<file path="src/rtl/tpcm_pkg.sv">
// Shared types, constants and codes for the touch point calibrate and map unit.
// No dependencies; every other file in rtl/ imports this package.
`timescale 1ns / 1ps

package tpcm_pkg;

    // Panel geometry and raw coordinate width.
    localparam int PANEL_WIDTH   = 240;
    localparam int PANEL_HEIGHT  = 320;
    localparam int TARGET_MARGIN = 20;
    localparam int RAW_BITS      = 12;

    // Target spans between the calibration targets on each axis.
    localparam int SPAN_X = PANEL_WIDTH - 2 * TARGET_MARGIN - 1;
    localparam int SPAN_Y = PANEL_HEIGHT - 2 * TARGET_MARGIN - 1;

    // Result field widths.
    localparam int SX_W = 8;
    localparam int SY_W = 9;

    // Internal widths.
    // C_W holds a sum of two raw values, DIFF_W the signed term 2*raw - c,
    // SPAN2_W twice the largest span, N_W the signed numerator and M_W its
    // magnitude, which is also the number of divider steps.
    localparam int C_W     = RAW_BITS + 1;
    localparam int DIFF_W  = RAW_BITS + 2;
    localparam int FIT_W   = C_W + 1;
    localparam int D_W     = C_W + 1;
    localparam int SPAN2_W = 12;
    localparam int LIM_W   = 11;
    localparam int N_W     = DIFF_W + SPAN2_W + 1;
    localparam int M_W     = N_W - 1;
    localparam int CNT_W   = $clog2(M_W + 1);

    // Action codes.
    localparam logic ACT_CONVERT = 1'b0;
    localparam logic ACT_CAPTURE = 1'b1;

    // Calibration corner codes.
    localparam logic [1:0] CORNER_TL = 2'd0;
    localparam logic [1:0] CORNER_TR = 2'd1;
    localparam logic [1:0] CORNER_BL = 2'd2;
    localparam logic [1:0] CORNER_BR = 2'd3;

    // Result status codes.
    typedef enum logic [1:0] {
        ST_CONV    = 2'd0,
        ST_TAP     = 2'd1,
        ST_FIT_OK  = 2'd2,
        ST_FIT_REJ = 2'd3
    } t_status;

    // Mapping coefficients of one axis: slope sum and centre sum.
    typedef struct packed {
        logic [C_W-1:0] slope;
        logic [C_W-1:0] centre;
    } t_axis_coef;

endpackage

</file>
<file path="src/rtl/tpcm_fit.sv">
// Calibration tap stores, four-point fit and mapping coefficient registers.
// Depends on tpcm_pkg.
`timescale 1ns / 1ps

module tpcm_fit (
    input  logic                            i_clk,
    input  logic                            i_rst_n,
    input  logic                            i_wr,
    input  logic [1:0]                      i_idx,
    input  logic [tpcm_pkg::RAW_BITS-1:0]   i_raw_x,
    input  logic [tpcm_pkg::RAW_BITS-1:0]   i_raw_y,
    input  logic                            i_fit,
    output logic                            o_fit_ok,
    output tpcm_pkg::t_axis_coef            o_coef_x,
    output tpcm_pkg::t_axis_coef            o_coef_y
);
    import tpcm_pkg::*;

    localparam logic signed [FIT_W-1:0] SPAN_X_S = FIT_W'(SPAN_X);
    localparam logic signed [FIT_W-1:0] SPAN_Y_S = FIT_W'(SPAN_Y);

    logic [RAW_BITS-1:0]     r_tap_x [4];
    logic [RAW_BITS-1:0]     r_tap_y [4];
    logic signed [FIT_W-1:0] w_dx;
    logic signed [FIT_W-1:0] w_dy;
    logic [C_W-1:0]          w_cx;
    logic [C_W-1:0]          w_cy;
    t_axis_coef              r_coef_x;
    t_axis_coef              r_coef_y;

    // Tap stores: one corner is written per capture transaction.
    always_ff @(posedge i_clk) begin
        if (!i_rst_n) begin
            for (int i = 0; i < 4; i++) begin
                r_tap_x[i] <= '0;
                r_tap_y[i] <= '0;
            end
        end else if (i_wr) begin
            r_tap_x[i_idx] <= i_raw_x;
            r_tap_y[i_idx] <= i_raw_y;
        end
    end

    // Slope sums from the top and bottom rows (x) and the left and right
    // columns (y); centre sums from the left column (x) and the top row (y).
    always_comb begin
        w_dx = $signed(FIT_W'(r_tap_x[CORNER_TR])) - $signed(FIT_W'(r_tap_x[CORNER_TL]))
             + $signed(FIT_W'(r_tap_x[CORNER_BR])) - $signed(FIT_W'(r_tap_x[CORNER_BL]));
        w_dy = $signed(FIT_W'(r_tap_y[CORNER_BL])) - $signed(FIT_W'(r_tap_y[CORNER_TL]))
             + $signed(FIT_W'(r_tap_y[CORNER_BR])) - $signed(FIT_W'(r_tap_y[CORNER_TR]));
        w_cx = C_W'(r_tap_x[CORNER_TL]) + C_W'(r_tap_x[CORNER_BL]);
        w_cy = C_W'(r_tap_y[CORNER_TL]) + C_W'(r_tap_y[CORNER_TR]);
    end

    // A fit is usable only when both slope sums exceed the target spans.
    assign o_fit_ok = (w_dx > SPAN_X_S) && (w_dy > SPAN_Y_S);

    // Coefficients reset to the identity mapping and change only on a good fit.
    always_ff @(posedge i_clk) begin
        if (!i_rst_n) begin
            r_coef_x.slope  <= C_W'(2 * SPAN_X);
            r_coef_x.centre <= C_W'(2 * TARGET_MARGIN);
            r_coef_y.slope  <= C_W'(2 * SPAN_Y);
            r_coef_y.centre <= C_W'(2 * TARGET_MARGIN);
        end else if (i_fit && o_fit_ok) begin
            r_coef_x.slope  <= w_dx[C_W-1:0];
            r_coef_x.centre <= w_cx;
            r_coef_y.slope  <= w_dy[C_W-1:0];
            r_coef_y.centre <= w_cy;
        end
    end

    assign o_coef_x = r_coef_x;
    assign o_coef_y = r_coef_y;

endmodule

</file>
<file path="src/rtl/tpcm_lane.sv">
// One axis of the coordinate mapper: numerator product, bit-serial restoring
// divider and margin offset with clamping. Depends on tpcm_pkg.
`timescale 1ns / 1ps

module tpcm_lane (
    input  logic                            i_clk,
    input  logic                            i_rst_n,
    input  logic                            i_start,
    input  logic [tpcm_pkg::RAW_BITS-1:0]   i_raw,
    input  tpcm_pkg::t_axis_coef            i_coef,
    input  logic [tpcm_pkg::SPAN2_W-1:0]    i_span2,
    input  logic [tpcm_pkg::LIM_W-1:0]      i_limit_m1,
    output logic                            o_done,
    output logic [tpcm_pkg::LIM_W-1:0]      o_screen
);
    import tpcm_pkg::*;

    typedef enum logic [4:0] {
        L_IDLE = 5'b00001,
        L_MUL  = 5'b00010,
        L_FOLD = 5'b00100,
        L_DIV  = 5'b01000,
        L_FIN  = 5'b10000
    } t_lane_state;

    t_lane_state              r_state;
    logic signed [DIFF_W-1:0] r_diff;
    logic signed [N_W-1:0]    r_prod;
    logic signed [N_W-1:0]    w_num;
    logic                     r_neg;
    logic [M_W-1:0]           r_m;
    logic [D_W-1:0]           r_rem;
    logic [D_W:0]             w_rem_sh;
    logic [D_W-1:0]           w_den;
    logic                     w_qbit;
    logic [CNT_W-1:0]         r_cnt;
    logic [LIM_W-1:0]         w_scr;
    logic [LIM_W-1:0]         r_scr;
    logic                     r_done;

    // Numerator n = 2*(2*raw - c)*span + d; its product is already times two
    // through the doubled span.
    assign w_num = r_prod + $signed(N_W'(i_coef.slope));

    // Divisor 2*d and one restoring step: shift in the next magnitude bit.
    assign w_den    = {i_coef.slope, 1'b0};
    assign w_rem_sh = {r_rem, r_m[M_W-1]};
    assign w_qbit   = (w_rem_sh >= (D_W+1)'(w_den));

    // Floor of a negative quotient is -(m/D)-1 with m = -n-1; add the margin
    // and clamp to the panel.
    always_comb begin
        if (r_neg) begin
            if (r_m >= M_W'(TARGET_MARGIN)) begin
                w_scr = '0;
            end else begin
                w_scr = LIM_W'(TARGET_MARGIN - 1) - r_m[LIM_W-1:0];
            end
        end else begin
            if (r_m >= (M_W'(i_limit_m1) - M_W'(TARGET_MARGIN))) begin
                w_scr = i_limit_m1;
            end else begin
                w_scr = r_m[LIM_W-1:0] + LIM_W'(TARGET_MARGIN);
            end
        end
    end

    // Lane sequencer.
    always_ff @(posedge i_clk) begin
        if (!i_rst_n) begin
            r_state <= L_IDLE;
            r_done  <= 1'b0;
        end else begin
            r_done <= 1'b0;
            case (r_state)
                L_IDLE: begin
                    if (i_start) begin
                        r_state <= L_MUL;
                    end
                end
                L_MUL: begin
                    r_state <= L_FOLD;
                end
                L_FOLD: begin
                    r_state <= L_DIV;
                end
                L_DIV: begin
                    if (r_cnt == '0) begin
                        r_state <= L_FIN;
                    end
                end
                L_FIN: begin
                    r_done  <= 1'b1;
                    r_state <= L_IDLE;
                end
                default: begin
                    r_state <= L_IDLE;
                end
            endcase
        end
    end

    // Datapath registers.
    always_ff @(posedge i_clk) begin
        case (r_state)
            L_IDLE: begin
                r_diff <= $signed({1'b0, i_raw, 1'b0}) - $signed({1'b0, i_coef.centre});
            end
            L_MUL: begin
                r_prod <= r_diff * $signed({1'b0, i_span2});
            end
            L_FOLD: begin
                r_neg <= w_num[N_W-1];
                r_m   <= w_num[N_W-1] ? ~w_num[M_W-1:0] : w_num[M_W-1:0];
                r_rem <= '0;
                r_cnt <= CNT_W'(M_W - 1);
            end
            L_DIV: begin
                r_rem <= w_qbit ? D_W'(w_rem_sh - (D_W+1)'(w_den)) : w_rem_sh[D_W-1:0];
                r_m   <= {r_m[M_W-2:0], w_qbit};
                r_cnt <= r_cnt - 1'b1;
            end
            L_FIN: begin
                r_scr <= w_scr;
            end
            default: begin
                r_cnt <= '0;
            end
        endcase
    end

    assign o_done   = r_done;
    assign o_screen = r_scr;

endmodule

</file>
<file path="src/rtl/touch_point_calibrate_and_map_unit.sv">
// Touch point calibrate and map unit: a conversion passes through the 26-step bit-serial
// divider in each axis lane; the capture of the last corner also passes a fit state. One
// transaction is worked at a time; a result waiting in the output register does not stop
// the next accept. Synchronous active-low reset restores the identity mapping and clears
// the tap stores. Depends on tpcm_pkg.
`timescale 1ns / 1ps

module touch_point_calibrate_and_map_unit (
    input  logic                            i_clk,
    input  logic                            i_rst_n,
    input  logic                            i_in_valid,
    output logic                            o_in_ready,
    input  logic                            i_action,
    input  logic [1:0]                      i_point_index,
    input  logic [tpcm_pkg::RAW_BITS-1:0]   i_raw_x,
    input  logic [tpcm_pkg::RAW_BITS-1:0]   i_raw_y,
    output logic                            o_out_valid,
    input  logic                            i_out_ready,
    output logic [tpcm_pkg::SX_W-1:0]       o_screen_x,
    output logic [tpcm_pkg::SY_W-1:0]       o_screen_y,
    output logic [1:0]                      o_status
);
    import tpcm_pkg::*;

    typedef enum logic [3:0] {
        S_IDLE = 4'b0001,
        S_FIT  = 4'b0010,
        S_CONV = 4'b0100,
        S_OUT  = 4'b1000
    } t_state;

    t_state            r_state, n_state;
    logic [SX_W-1:0]   r_res_sx, n_res_sx;
    logic [SY_W-1:0]   r_res_sy, n_res_sy;
    t_status           r_res_status, n_res_status;
    logic              r_out_valid;
    logic [SX_W-1:0]   r_out_sx;
    logic [SY_W-1:0]   r_out_sy;
    t_status           r_out_status;
    logic              w_in_acc;
    logic              w_load_out;
    logic              w_fit_ok;
    t_axis_coef        w_coef_x;
    t_axis_coef        w_coef_y;
    logic              w_done_x;
    logic              w_done_y;
    logic [LIM_W-1:0]  w_scr_x;
    logic [LIM_W-1:0]  w_scr_y;

    assign o_in_ready = (r_state == S_IDLE);
    assign w_in_acc   = i_in_valid && o_in_ready;
    assign w_load_out = (r_state == S_OUT) && (!r_out_valid || i_out_ready);

    // Tap stores and coefficients.
    tpcm_fit u_fit (
        .i_clk    (i_clk),
        .i_rst_n  (i_rst_n),
        .i_wr     (w_in_acc && (i_action == ACT_CAPTURE)),
        .i_idx    (i_point_index),
        .i_raw_x  (i_raw_x),
        .i_raw_y  (i_raw_y),
        .i_fit    (r_state == S_FIT),
        .o_fit_ok (w_fit_ok),
        .o_coef_x (w_coef_x),
        .o_coef_y (w_coef_y)
    );

    // One mapping lane per axis; both run in lockstep.
    tpcm_lane u_lane_x (
        .i_clk      (i_clk),
        .i_rst_n    (i_rst_n),
        .i_start    (w_in_acc && (i_action == ACT_CONVERT)),
        .i_raw      (i_raw_x),
        .i_coef     (w_coef_x),
        .i_span2    (SPAN2_W'(2 * SPAN_X)),
        .i_limit_m1 (LIM_W'(PANEL_WIDTH - 1)),
        .o_done     (w_done_x),
        .o_screen   (w_scr_x)
    );

    tpcm_lane u_lane_y (
        .i_clk      (i_clk),
        .i_rst_n    (i_rst_n),
        .i_start    (w_in_acc && (i_action == ACT_CONVERT)),
        .i_raw      (i_raw_y),
        .i_coef     (w_coef_y),
        .i_span2    (SPAN2_W'(2 * SPAN_Y)),
        .i_limit_m1 (LIM_W'(PANEL_HEIGHT - 1)),
        .o_done     (w_done_y),
        .o_screen   (w_scr_y)
    );

    // Transaction sequencer.
    always_comb begin
        n_state      = r_state;
        n_res_sx     = r_res_sx;
        n_res_sy     = r_res_sy;
        n_res_status = r_res_status;
        case (r_state)
            S_IDLE: begin
                if (w_in_acc) begin
                    if (i_action == ACT_CAPTURE) begin
                        if (i_point_index == CORNER_BR) begin
                            n_state = S_FIT;
                        end else begin
                            n_res_sx     = '0;
                            n_res_sy     = '0;
                            n_res_status = ST_TAP;
                            n_state      = S_OUT;
                        end
                    end else begin
                        n_state = S_CONV;
                    end
                end
            end
            S_FIT: begin
                n_res_sx     = '0;
                n_res_sy     = '0;
                n_res_status = w_fit_ok ? ST_FIT_OK : ST_FIT_REJ;
                n_state      = S_OUT;
            end
            S_CONV: begin
                if (w_done_x) begin
                    n_res_sx     = w_scr_x[SX_W-1:0];
                    n_res_sy     = w_scr_y[SY_W-1:0];
                    n_res_status = ST_CONV;
                    n_state      = S_OUT;
                end
            end
            S_OUT: begin
                if (!r_out_valid || i_out_ready) begin
                    n_state = S_IDLE;
                end
            end
            default: begin
                n_state = S_IDLE;
            end
        endcase
    end

    // Control state.
    always_ff @(posedge i_clk) begin
        if (!i_rst_n) begin
            r_state     <= S_IDLE;
            r_out_valid <= 1'b0;
        end else begin
            r_state <= n_state;
            if (w_load_out) begin
                r_out_valid <= 1'b1;
            end else if (i_out_ready) begin
                r_out_valid <= 1'b0;
            end
        end
    end

    // Result and output payload registers.
    always_ff @(posedge i_clk) begin
        r_res_sx     <= n_res_sx;
        r_res_sy     <= n_res_sy;
        r_res_status <= n_res_status;
        if (w_load_out) begin
            r_out_sx     <= r_res_sx;
            r_out_sy     <= r_res_sy;
            r_out_status <= r_res_status;
        end
    end

    assign o_out_valid = r_out_valid;
    assign o_screen_x  = r_out_sx;
    assign o_screen_y  = r_out_sy;
    assign o_status    = r_out_status;

`ifndef SYNTHESIS
    // Both lanes finish in the same cycle.
    a_lanes_lockstep: assert property (@(posedge i_clk) disable iff (!i_rst_n)
        w_done_x == w_done_y)
        else $error("axis lanes finished in different cycles");

    // A held result leaves only when the consumer takes it.
    a_out_hold: assert property (@(posedge i_clk) disable iff (!i_rst_n)
        $fell(o_out_valid) |-> $past(i_out_ready))
        else $error("output transaction dropped without ready");

    // Converted points lie on the panel.
    a_conv_range: assert property (@(posedge i_clk) disable iff (!i_rst_n)
        (o_out_valid && (o_status == ST_CONV)) |->
        ((o_screen_x <= SX_W'(PANEL_WIDTH - 1)) && (o_screen_y <= SY_W'(PANEL_HEIGHT - 1))))
        else $error("converted point outside the panel");

    // Capture results carry zero coordinates.
    a_capture_zero: assert property (@(posedge i_clk) disable iff (!i_rst_n)
        (o_out_valid && (o_status != ST_CONV)) |-> ((o_screen_x == '0) && (o_screen_y == '0)))
        else $error("capture result with nonzero coordinates");
`endif

endmodule

</file>
<file path="config.mk">
export PLATFORM = sky130hd
export DESIGN_NAME = touch_point_calibrate_and_map_unit
export DESIGN_NICKNAME = d
export VERILOG_FILES = /design/src/rtl/tpcm_pkg.sv /design/src/rtl/tpcm_fit.sv /design/src/rtl/tpcm_lane.sv /design/src/rtl/touch_point_calibrate_and_map_unit.sv
export SDC_FILE = /design/constraint.sdc
export NUM_CORES = 1
export LEC_CHECK = 0
export ABC_AREA = 0
export BUFFER_PORTS_ARGS = -buffer_cell sky130_fd_sc_hd__buf_2
export CORE_MARGIN = 5
export CORE_UTILIZATION = 58
export DETAILED_ROUTE_END_ITERATION = 12
export PLACE_DENSITY = 0.77
export RECOVER_POWER = 50
export SYNTH_ARGS = -nofsm -noshare
export SYNTH_HDL_FRONTEND = slang
export SYNTH_SLANG_ARGS = --single-unit
</file>
<file path="constraint.sdc">
create_clock -name i_clk -period 5.15 [get_ports i_clk]
set_input_delay 0.2575 -clock i_clk [delete_from_list [all_inputs] [get_ports i_clk]]
set_output_delay 0.2575 -clock i_clk [all_outputs]
set_load 0.05 [all_outputs]
</file>
-- Word-level counts from Yosys, hierarchy flattened
Memory sizes are Yosys's and may differ from the RTL's.
Cells that the tools add are included.
- add/sub/neg operators: 20
- multipliers: 2
- magnitude comparators: 8
- equal/unequal tests: 24
- mux-type cells: 56
- bitwise logic cells: 3
- reductions and logical operators: 22
- operators with widths (cell ; number):
    one-hot mux 26 bit (2 select lines) ; 2
    2-to-1 mux 9 bit ; 7
    2-to-1 mux 8 bit ; 7
    one-hot mux 14 bit (2 select lines) ; 2
    adder 27 x 14 -> 27 bit ; 2
    greater-or-equal comparator 26 x 5 -> 1 bit (second input constant) ; 2
    2-to-1 mux 26 bit ; 2
    NOT 26 bit ; 2
    one-hot mux 5 bit (4 select lines) ; 2
    greater-or-equal comparator 15 x 14 -> 1 bit ; 2
    one-hot mux 5 bit (3 select lines) ; 2
    adder 14 x 13 -> 14 bit ; 2
    2-to-1 mux 14 bit ; 2
    subtractor 13 x 13 -> 14 bit ; 2
    subtractor 14 x 13 -> 14 bit ; 2
    subtractor 14 bit ; 2
    one-hot mux 9 bit (3 select lines) ; 1
    adder 12 x 12 -> 13 bit ; 2
    greater-or-equal comparator 26 x 8 -> 1 bit (second input constant) ; 1
    greater-or-equal comparator 26 x 9 -> 1 bit (second input constant) ; 1
    subtractor 12 x 12 -> 13 bit ; 2
    multiplier 14 x 10 -> 24 bit (second input constant) ; 1
    2-to-1 mux 12 bit ; 2
    one-hot mux 8 bit (3 select lines) ; 1
    38 further kinds ; 82
- flip-flop bits (word level): 295
- memory bits (writable): 96
- input bits: 31
- output and inout port bits: 21
- word-level logic and storage cells: 166
- memories: 2
- memories (name ; depth ; bits a word ; rd ports ; clocked after memory_dff ; wr ports ; line ; text):
    u_fit.r_tap_x ; 4 ; 12 ; 4 ; 0 ; 4 ; tpcm_fit.sv:22 ; logic [RAW_BITS-1:0] r_tap_x [4];
    u_fit.r_tap_y ; 4 ; 12 ; 4 ; 0 ; 4 ; tpcm_fit.sv:23 ; logic [RAW_BITS-1:0] r_tap_y [4];

-- Logic depth before layout (Yosys ltp)
- depth after elaboration: 8
- mapped depth: 25
- depth with buffers taken out: 22

-- Modules after synthesis
Synthesis repeated with hierarchy kept, for this count alone.
- cells, all modules: 3960
- area, all modules: 38538.2 µm²
- by module, submodules not included (module ; times used ; cells an instance ; area each (µm²) ; seq. area each (µm²)):
    tpcm_lane (u_lane_y) ; 1 ; 1475 ; 13779.5 ; 3062.9
    tpcm_lane (u_lane_x) ; 1 ; 1464 ; 13700.6 ; 3062.9
    tpcm_fit ; 1 ; 927 ; 9490.4 ; 3923.8
    touch_point_calibrate_and_map_unit ; 1 ; 94 ; 1567.8 ; 1241.2

-- Worst setup path before layout
Ideal clock, no wire load.
- path kind: register to register
- start: memory u_fit.r_tap_y[2][0]
- end: register u_fit.r_coef_y (netlist bit u_fit.o_coef_y[10])
- setup time: 87 ps
- data arrival time: 4828 ps
- data required time: 5063 ps
- slack: 235 ps
- cell stages (with the launch flop): 24
- cell sequence: edfxtp_1 inv_1 ha_1 inv_1 fa_1 a21o_1 a21oi_1 o21bai_1 a21oi_1 o21bai_1 a211oi_1 o21bai_1 xor2_1 fa_1 ha_1 nand2_1 a2111o_1 a31oi_1 o31a_1 o211ai_1 a31o_4 buf_6 or4b_1 o31ai_1
- RTL lines (what ; line ; text):
    start: declaration ; tpcm_fit.sv:23 ;
    end: declaration ; tpcm_fit.sv:29 ; t_axis_coef r_coef_y;

==> summary.txt <==
Die
  – Number of cell rows: 80
  – Boundary Pins: 52
  – Initial core utilization: 58.7%
  – CORE AREA: 47700 µm²
  – Die area: 52800 µm²
  – Die width: 230 µm
  – Chip Height: 230 µm

Hold path
  – Hold path depth: 2
  – Min-Delay Path Class: in2reg

Synth
  – Synth top area share: 34.1%
  – Post-synth EDFFs: about 320
  – Warnings from Yosys: 0
  – Syn Nets: 3181
  – Synth unique cells: 83
  – Avg Cell Area, Syn: 10.2 µm²
  – Netlist Area Pre-Place: ~28000 µm²
  – Count leader, synth: edfxtp_1
  – Top cells by count, synth: edfxtp_1, ha_1, inv_1, nor2_1, a21oi_1
  – Cells after synthesis: ~2700
  – Seq/Total Area, Yosys: 38.9%
  – Asr flop ratio synth: 0%
  – Area leader, netlist: edfxtp_1
  – Main synth FF type: edfxtp_1
  – #FFs+latches synth: 386
  – Top area cells in the synthesized netlist: edfxtp_1, ha_1, fa_1

Route
  – Drt pass-1 iters: 6
  – WL/cell: 18.0 µm
  – DR vias/cell: 5.92
  – Vias: 20600
  – DRC Markers: 0
  – Iter 0 DRT Violations: 1306
  – Final ANT Viol Nets: 0
  – Overall routed net length: 62700 µm

Worst setup path
  – Worst setup SP type: flip-flop
  – Cell chain of the critical path: inv_1 > ha_2 > inv_2 > fa_2 > a21o_1 > a21oi_2 > o21bai_1 > a21oi_2 > o21bai_2 > a211oi_2 > o21bai_1 > xor2_1 > fa_1 > ha_4 > nand2_2 > a2111o_1 > a31oi_2 > o31a_1 > o211ai_1 > a31o_2 > or4b_4 > a21oi_2
  – R2r setup slk: between 0.1 and 0.15 ns
  – Worst path bufs/invs: 2
  – CP Capture Type: flip-flop
  – Crit path largest cell delay: 0.50 ns
  – Setup CP Type: reg2reg
  – Crit-path leading delay family: compound AO/OA/AOI/OAI gates
  – CP required: 5.66 ns
  – Critical path's slowest cell: or4b_4
  – CP Data Arrival Time: 5.52 ns
  – Worst reg2reg path depth: 22
  – WP depth: 22
  – Critical path peak fanout: 6
  – Most common cell on crit path: a21oi_2

Clock network
  – Clk_lat worst skew: 0.58 ns
  – CTS Buffer Depth: 3
  – Root Buffer: clkbuf_16
  – Clk slew on worst S/H paths: 0.06 ns
  – CTS tree: built
  – TritonCTS buffer count: 42
  – Sink Count: roughly 390
  – H-tree depth: 2

Layout
  – Fin nets: 3273
  – Share of post-route cells with drive strength above 1: between 9 and 10%
  – Fin cells: 3475
  – Antenna diodes: 0
  – Area growth syn-to-layout: 11.5%
  – Final core occ: 65.4%

Global routing
  – GRT Util Overall: 23.4%
  – Largest net degree at the start of global routing: 44
  – First-pass GRT wire length: 103000 µm
  – Initial antenna violation count: 0
  – Remaining global-route overflow: 0
  – Number of global-route vias before repair: a little over 20000

Place
  – DP Cell Count: 3372
  – DP Wirelength: 46200 µm
  – Final Wtd Congestion: 0.938
  – I/O Buffers: 51

Timing
  – Slew margin rel.: 21.5%
  – Period utilization: 97.4%
  – Worst Skew: around 0.023 ns
  – Final hold vios: 0
  – F_max: approximately 0.20 GHz
  – Tightest Pin Transition: ~1.2 ns
  – Final Setup Violations: 0
  – Crit path time final: 5.02 ns
  – RSZ-0062 raised after global routing: yes
  – Slew Limit Fails: 0

Run
  – Max Cap Viol: 0

Outcome
  – Status: complete, no violations
layout by cell type (no fill, tap or decap), drive strengths merged, types with 19 or more instances in the layout:
cell | Yosys | layout
a211oi | 30 | 30
nor2 | 194 | 194
nor2b | 37 | 37
ha | 309 | 309
o211ai | 25 | 25
xor2 | 44 | 44
clkbuf | 54 | 79
fa | 107 | 107
a21o | 38 | 38
buf | 24 | 96
o21a | 24 | 24
a21oi | 158 | 158
o31ai | 21 | 21
edfxtp | 318 | 318
or3 | 21 | 21
nand2 | 119 | 119
and3 | 49 | 49
dfxtp | 68 | 68
nand4 | 19 | 19
xnor2 | 150 | 150
inv | 298 | 300
nand3 | 74 | 74
and2 | 101 | 101
nor3 | 67 | 67
o21bai | 19 | 19
mux2i | 23 | 23
o21ai | 139 | 139
path summary, 6_finish.rpt:
| kind | startpoint | to |
|---|---|---|
| min reg2reg | r_res_sx[3] | o_screen_x[3] |
| max reg2reg | u_fit.r_tap_y[2][0] | u_fit.o_coef_y[4] |
| min | i_raw_x[0] | u_fit.r_tap_x[2][0] |
| max | u_fit.r_tap_y[2][0] | u_fit.o_coef_y[4] |
layout make-up:
cell class | count | area [µm²]
multi-input cells | 1973 | 16100
well taps | 615 | 769
flip-flops and latches | 386 | 10900
fillers | 3637 | 16500
repair buffers | 125 | 921
clock buffers | 52 | 1180
clock inverters | 26 | 267
inverters | 298 | 1120
cells by family (layout without fill, tap and decap cells):
logic type / Yosys count / after routing / share of synthesized area, %
adder cells (fa/ha/maj): 416 / 416 / 21.4
AND/OR/NAND/NOR: 760 / 760 / 13.9
multiplexers: 24 / 24 / 0.862
AO/OA/AOI/OAI: 577 / 578 / 13.5
flip-flops: 386 / 386 / 38.9
XOR/XNOR: 195 / 195 / 6.15
buffers and inverters: 376 / 501 / 5.18
repair_timing:
action,CTS,global route
resized for setup,4,96
hold buffers,2,0
pin swaps,2,44
setup buffers,2,15
endpoints found under the hold margin,2,0
cloned,1,6
setup endpoints to repair,49,55
metal layers:
layer	share of wire, %	track usage, %	up-vias	routed length (µm)
met5	0	0	-	0
met3	5.8	3.55	93	3660
met1	45	32.5	9935	28100
met2	47	39.1	572	29700
met4	1.9	5.53	0	1180
li1	-	-	9962	-
stage by stage:
stage               area, µm²  TNS, ns  hold WS, ns  setup slack (ns)
floorplan               28000        0        0.400             0.235
global placement        29200  -0.0731        0.402           -0.0332
detailed placement      29200    -2.12        0.405            -0.138
CTS                     30700        0       0.0139           0.00474
global route            31200    -3.95       0.0296            -0.148
finish                  31200        0       0.0508             0.134
state kept, by name, summed over array words and instances (netlist names), 8 cells and up:
register,flops
o_screen_x,8
o_screen_y,9
r_res_sx,8
r_res_sy,9
u_fit.o_coef_x,26
u_fit.o_coef_y,26
u_fit.r_tap_x,48
u_fit.r_tap_y,48
u_lane_x.o_screen,8
u_lane_x.r_diff,14
u_lane_x.r_m,26
u_lane_x.r_prod,23
u_lane_x.r_rem,14
u_lane_y.o_screen,9
u_lane_y.r_diff,14
u_lane_y.r_m,26
u_lane_y.r_prod,24
u_lane_y.r_rem,14
Power is not shown: default switching activity piles up to over one toggle a cycle in this logic, so the estimate is an artifact.
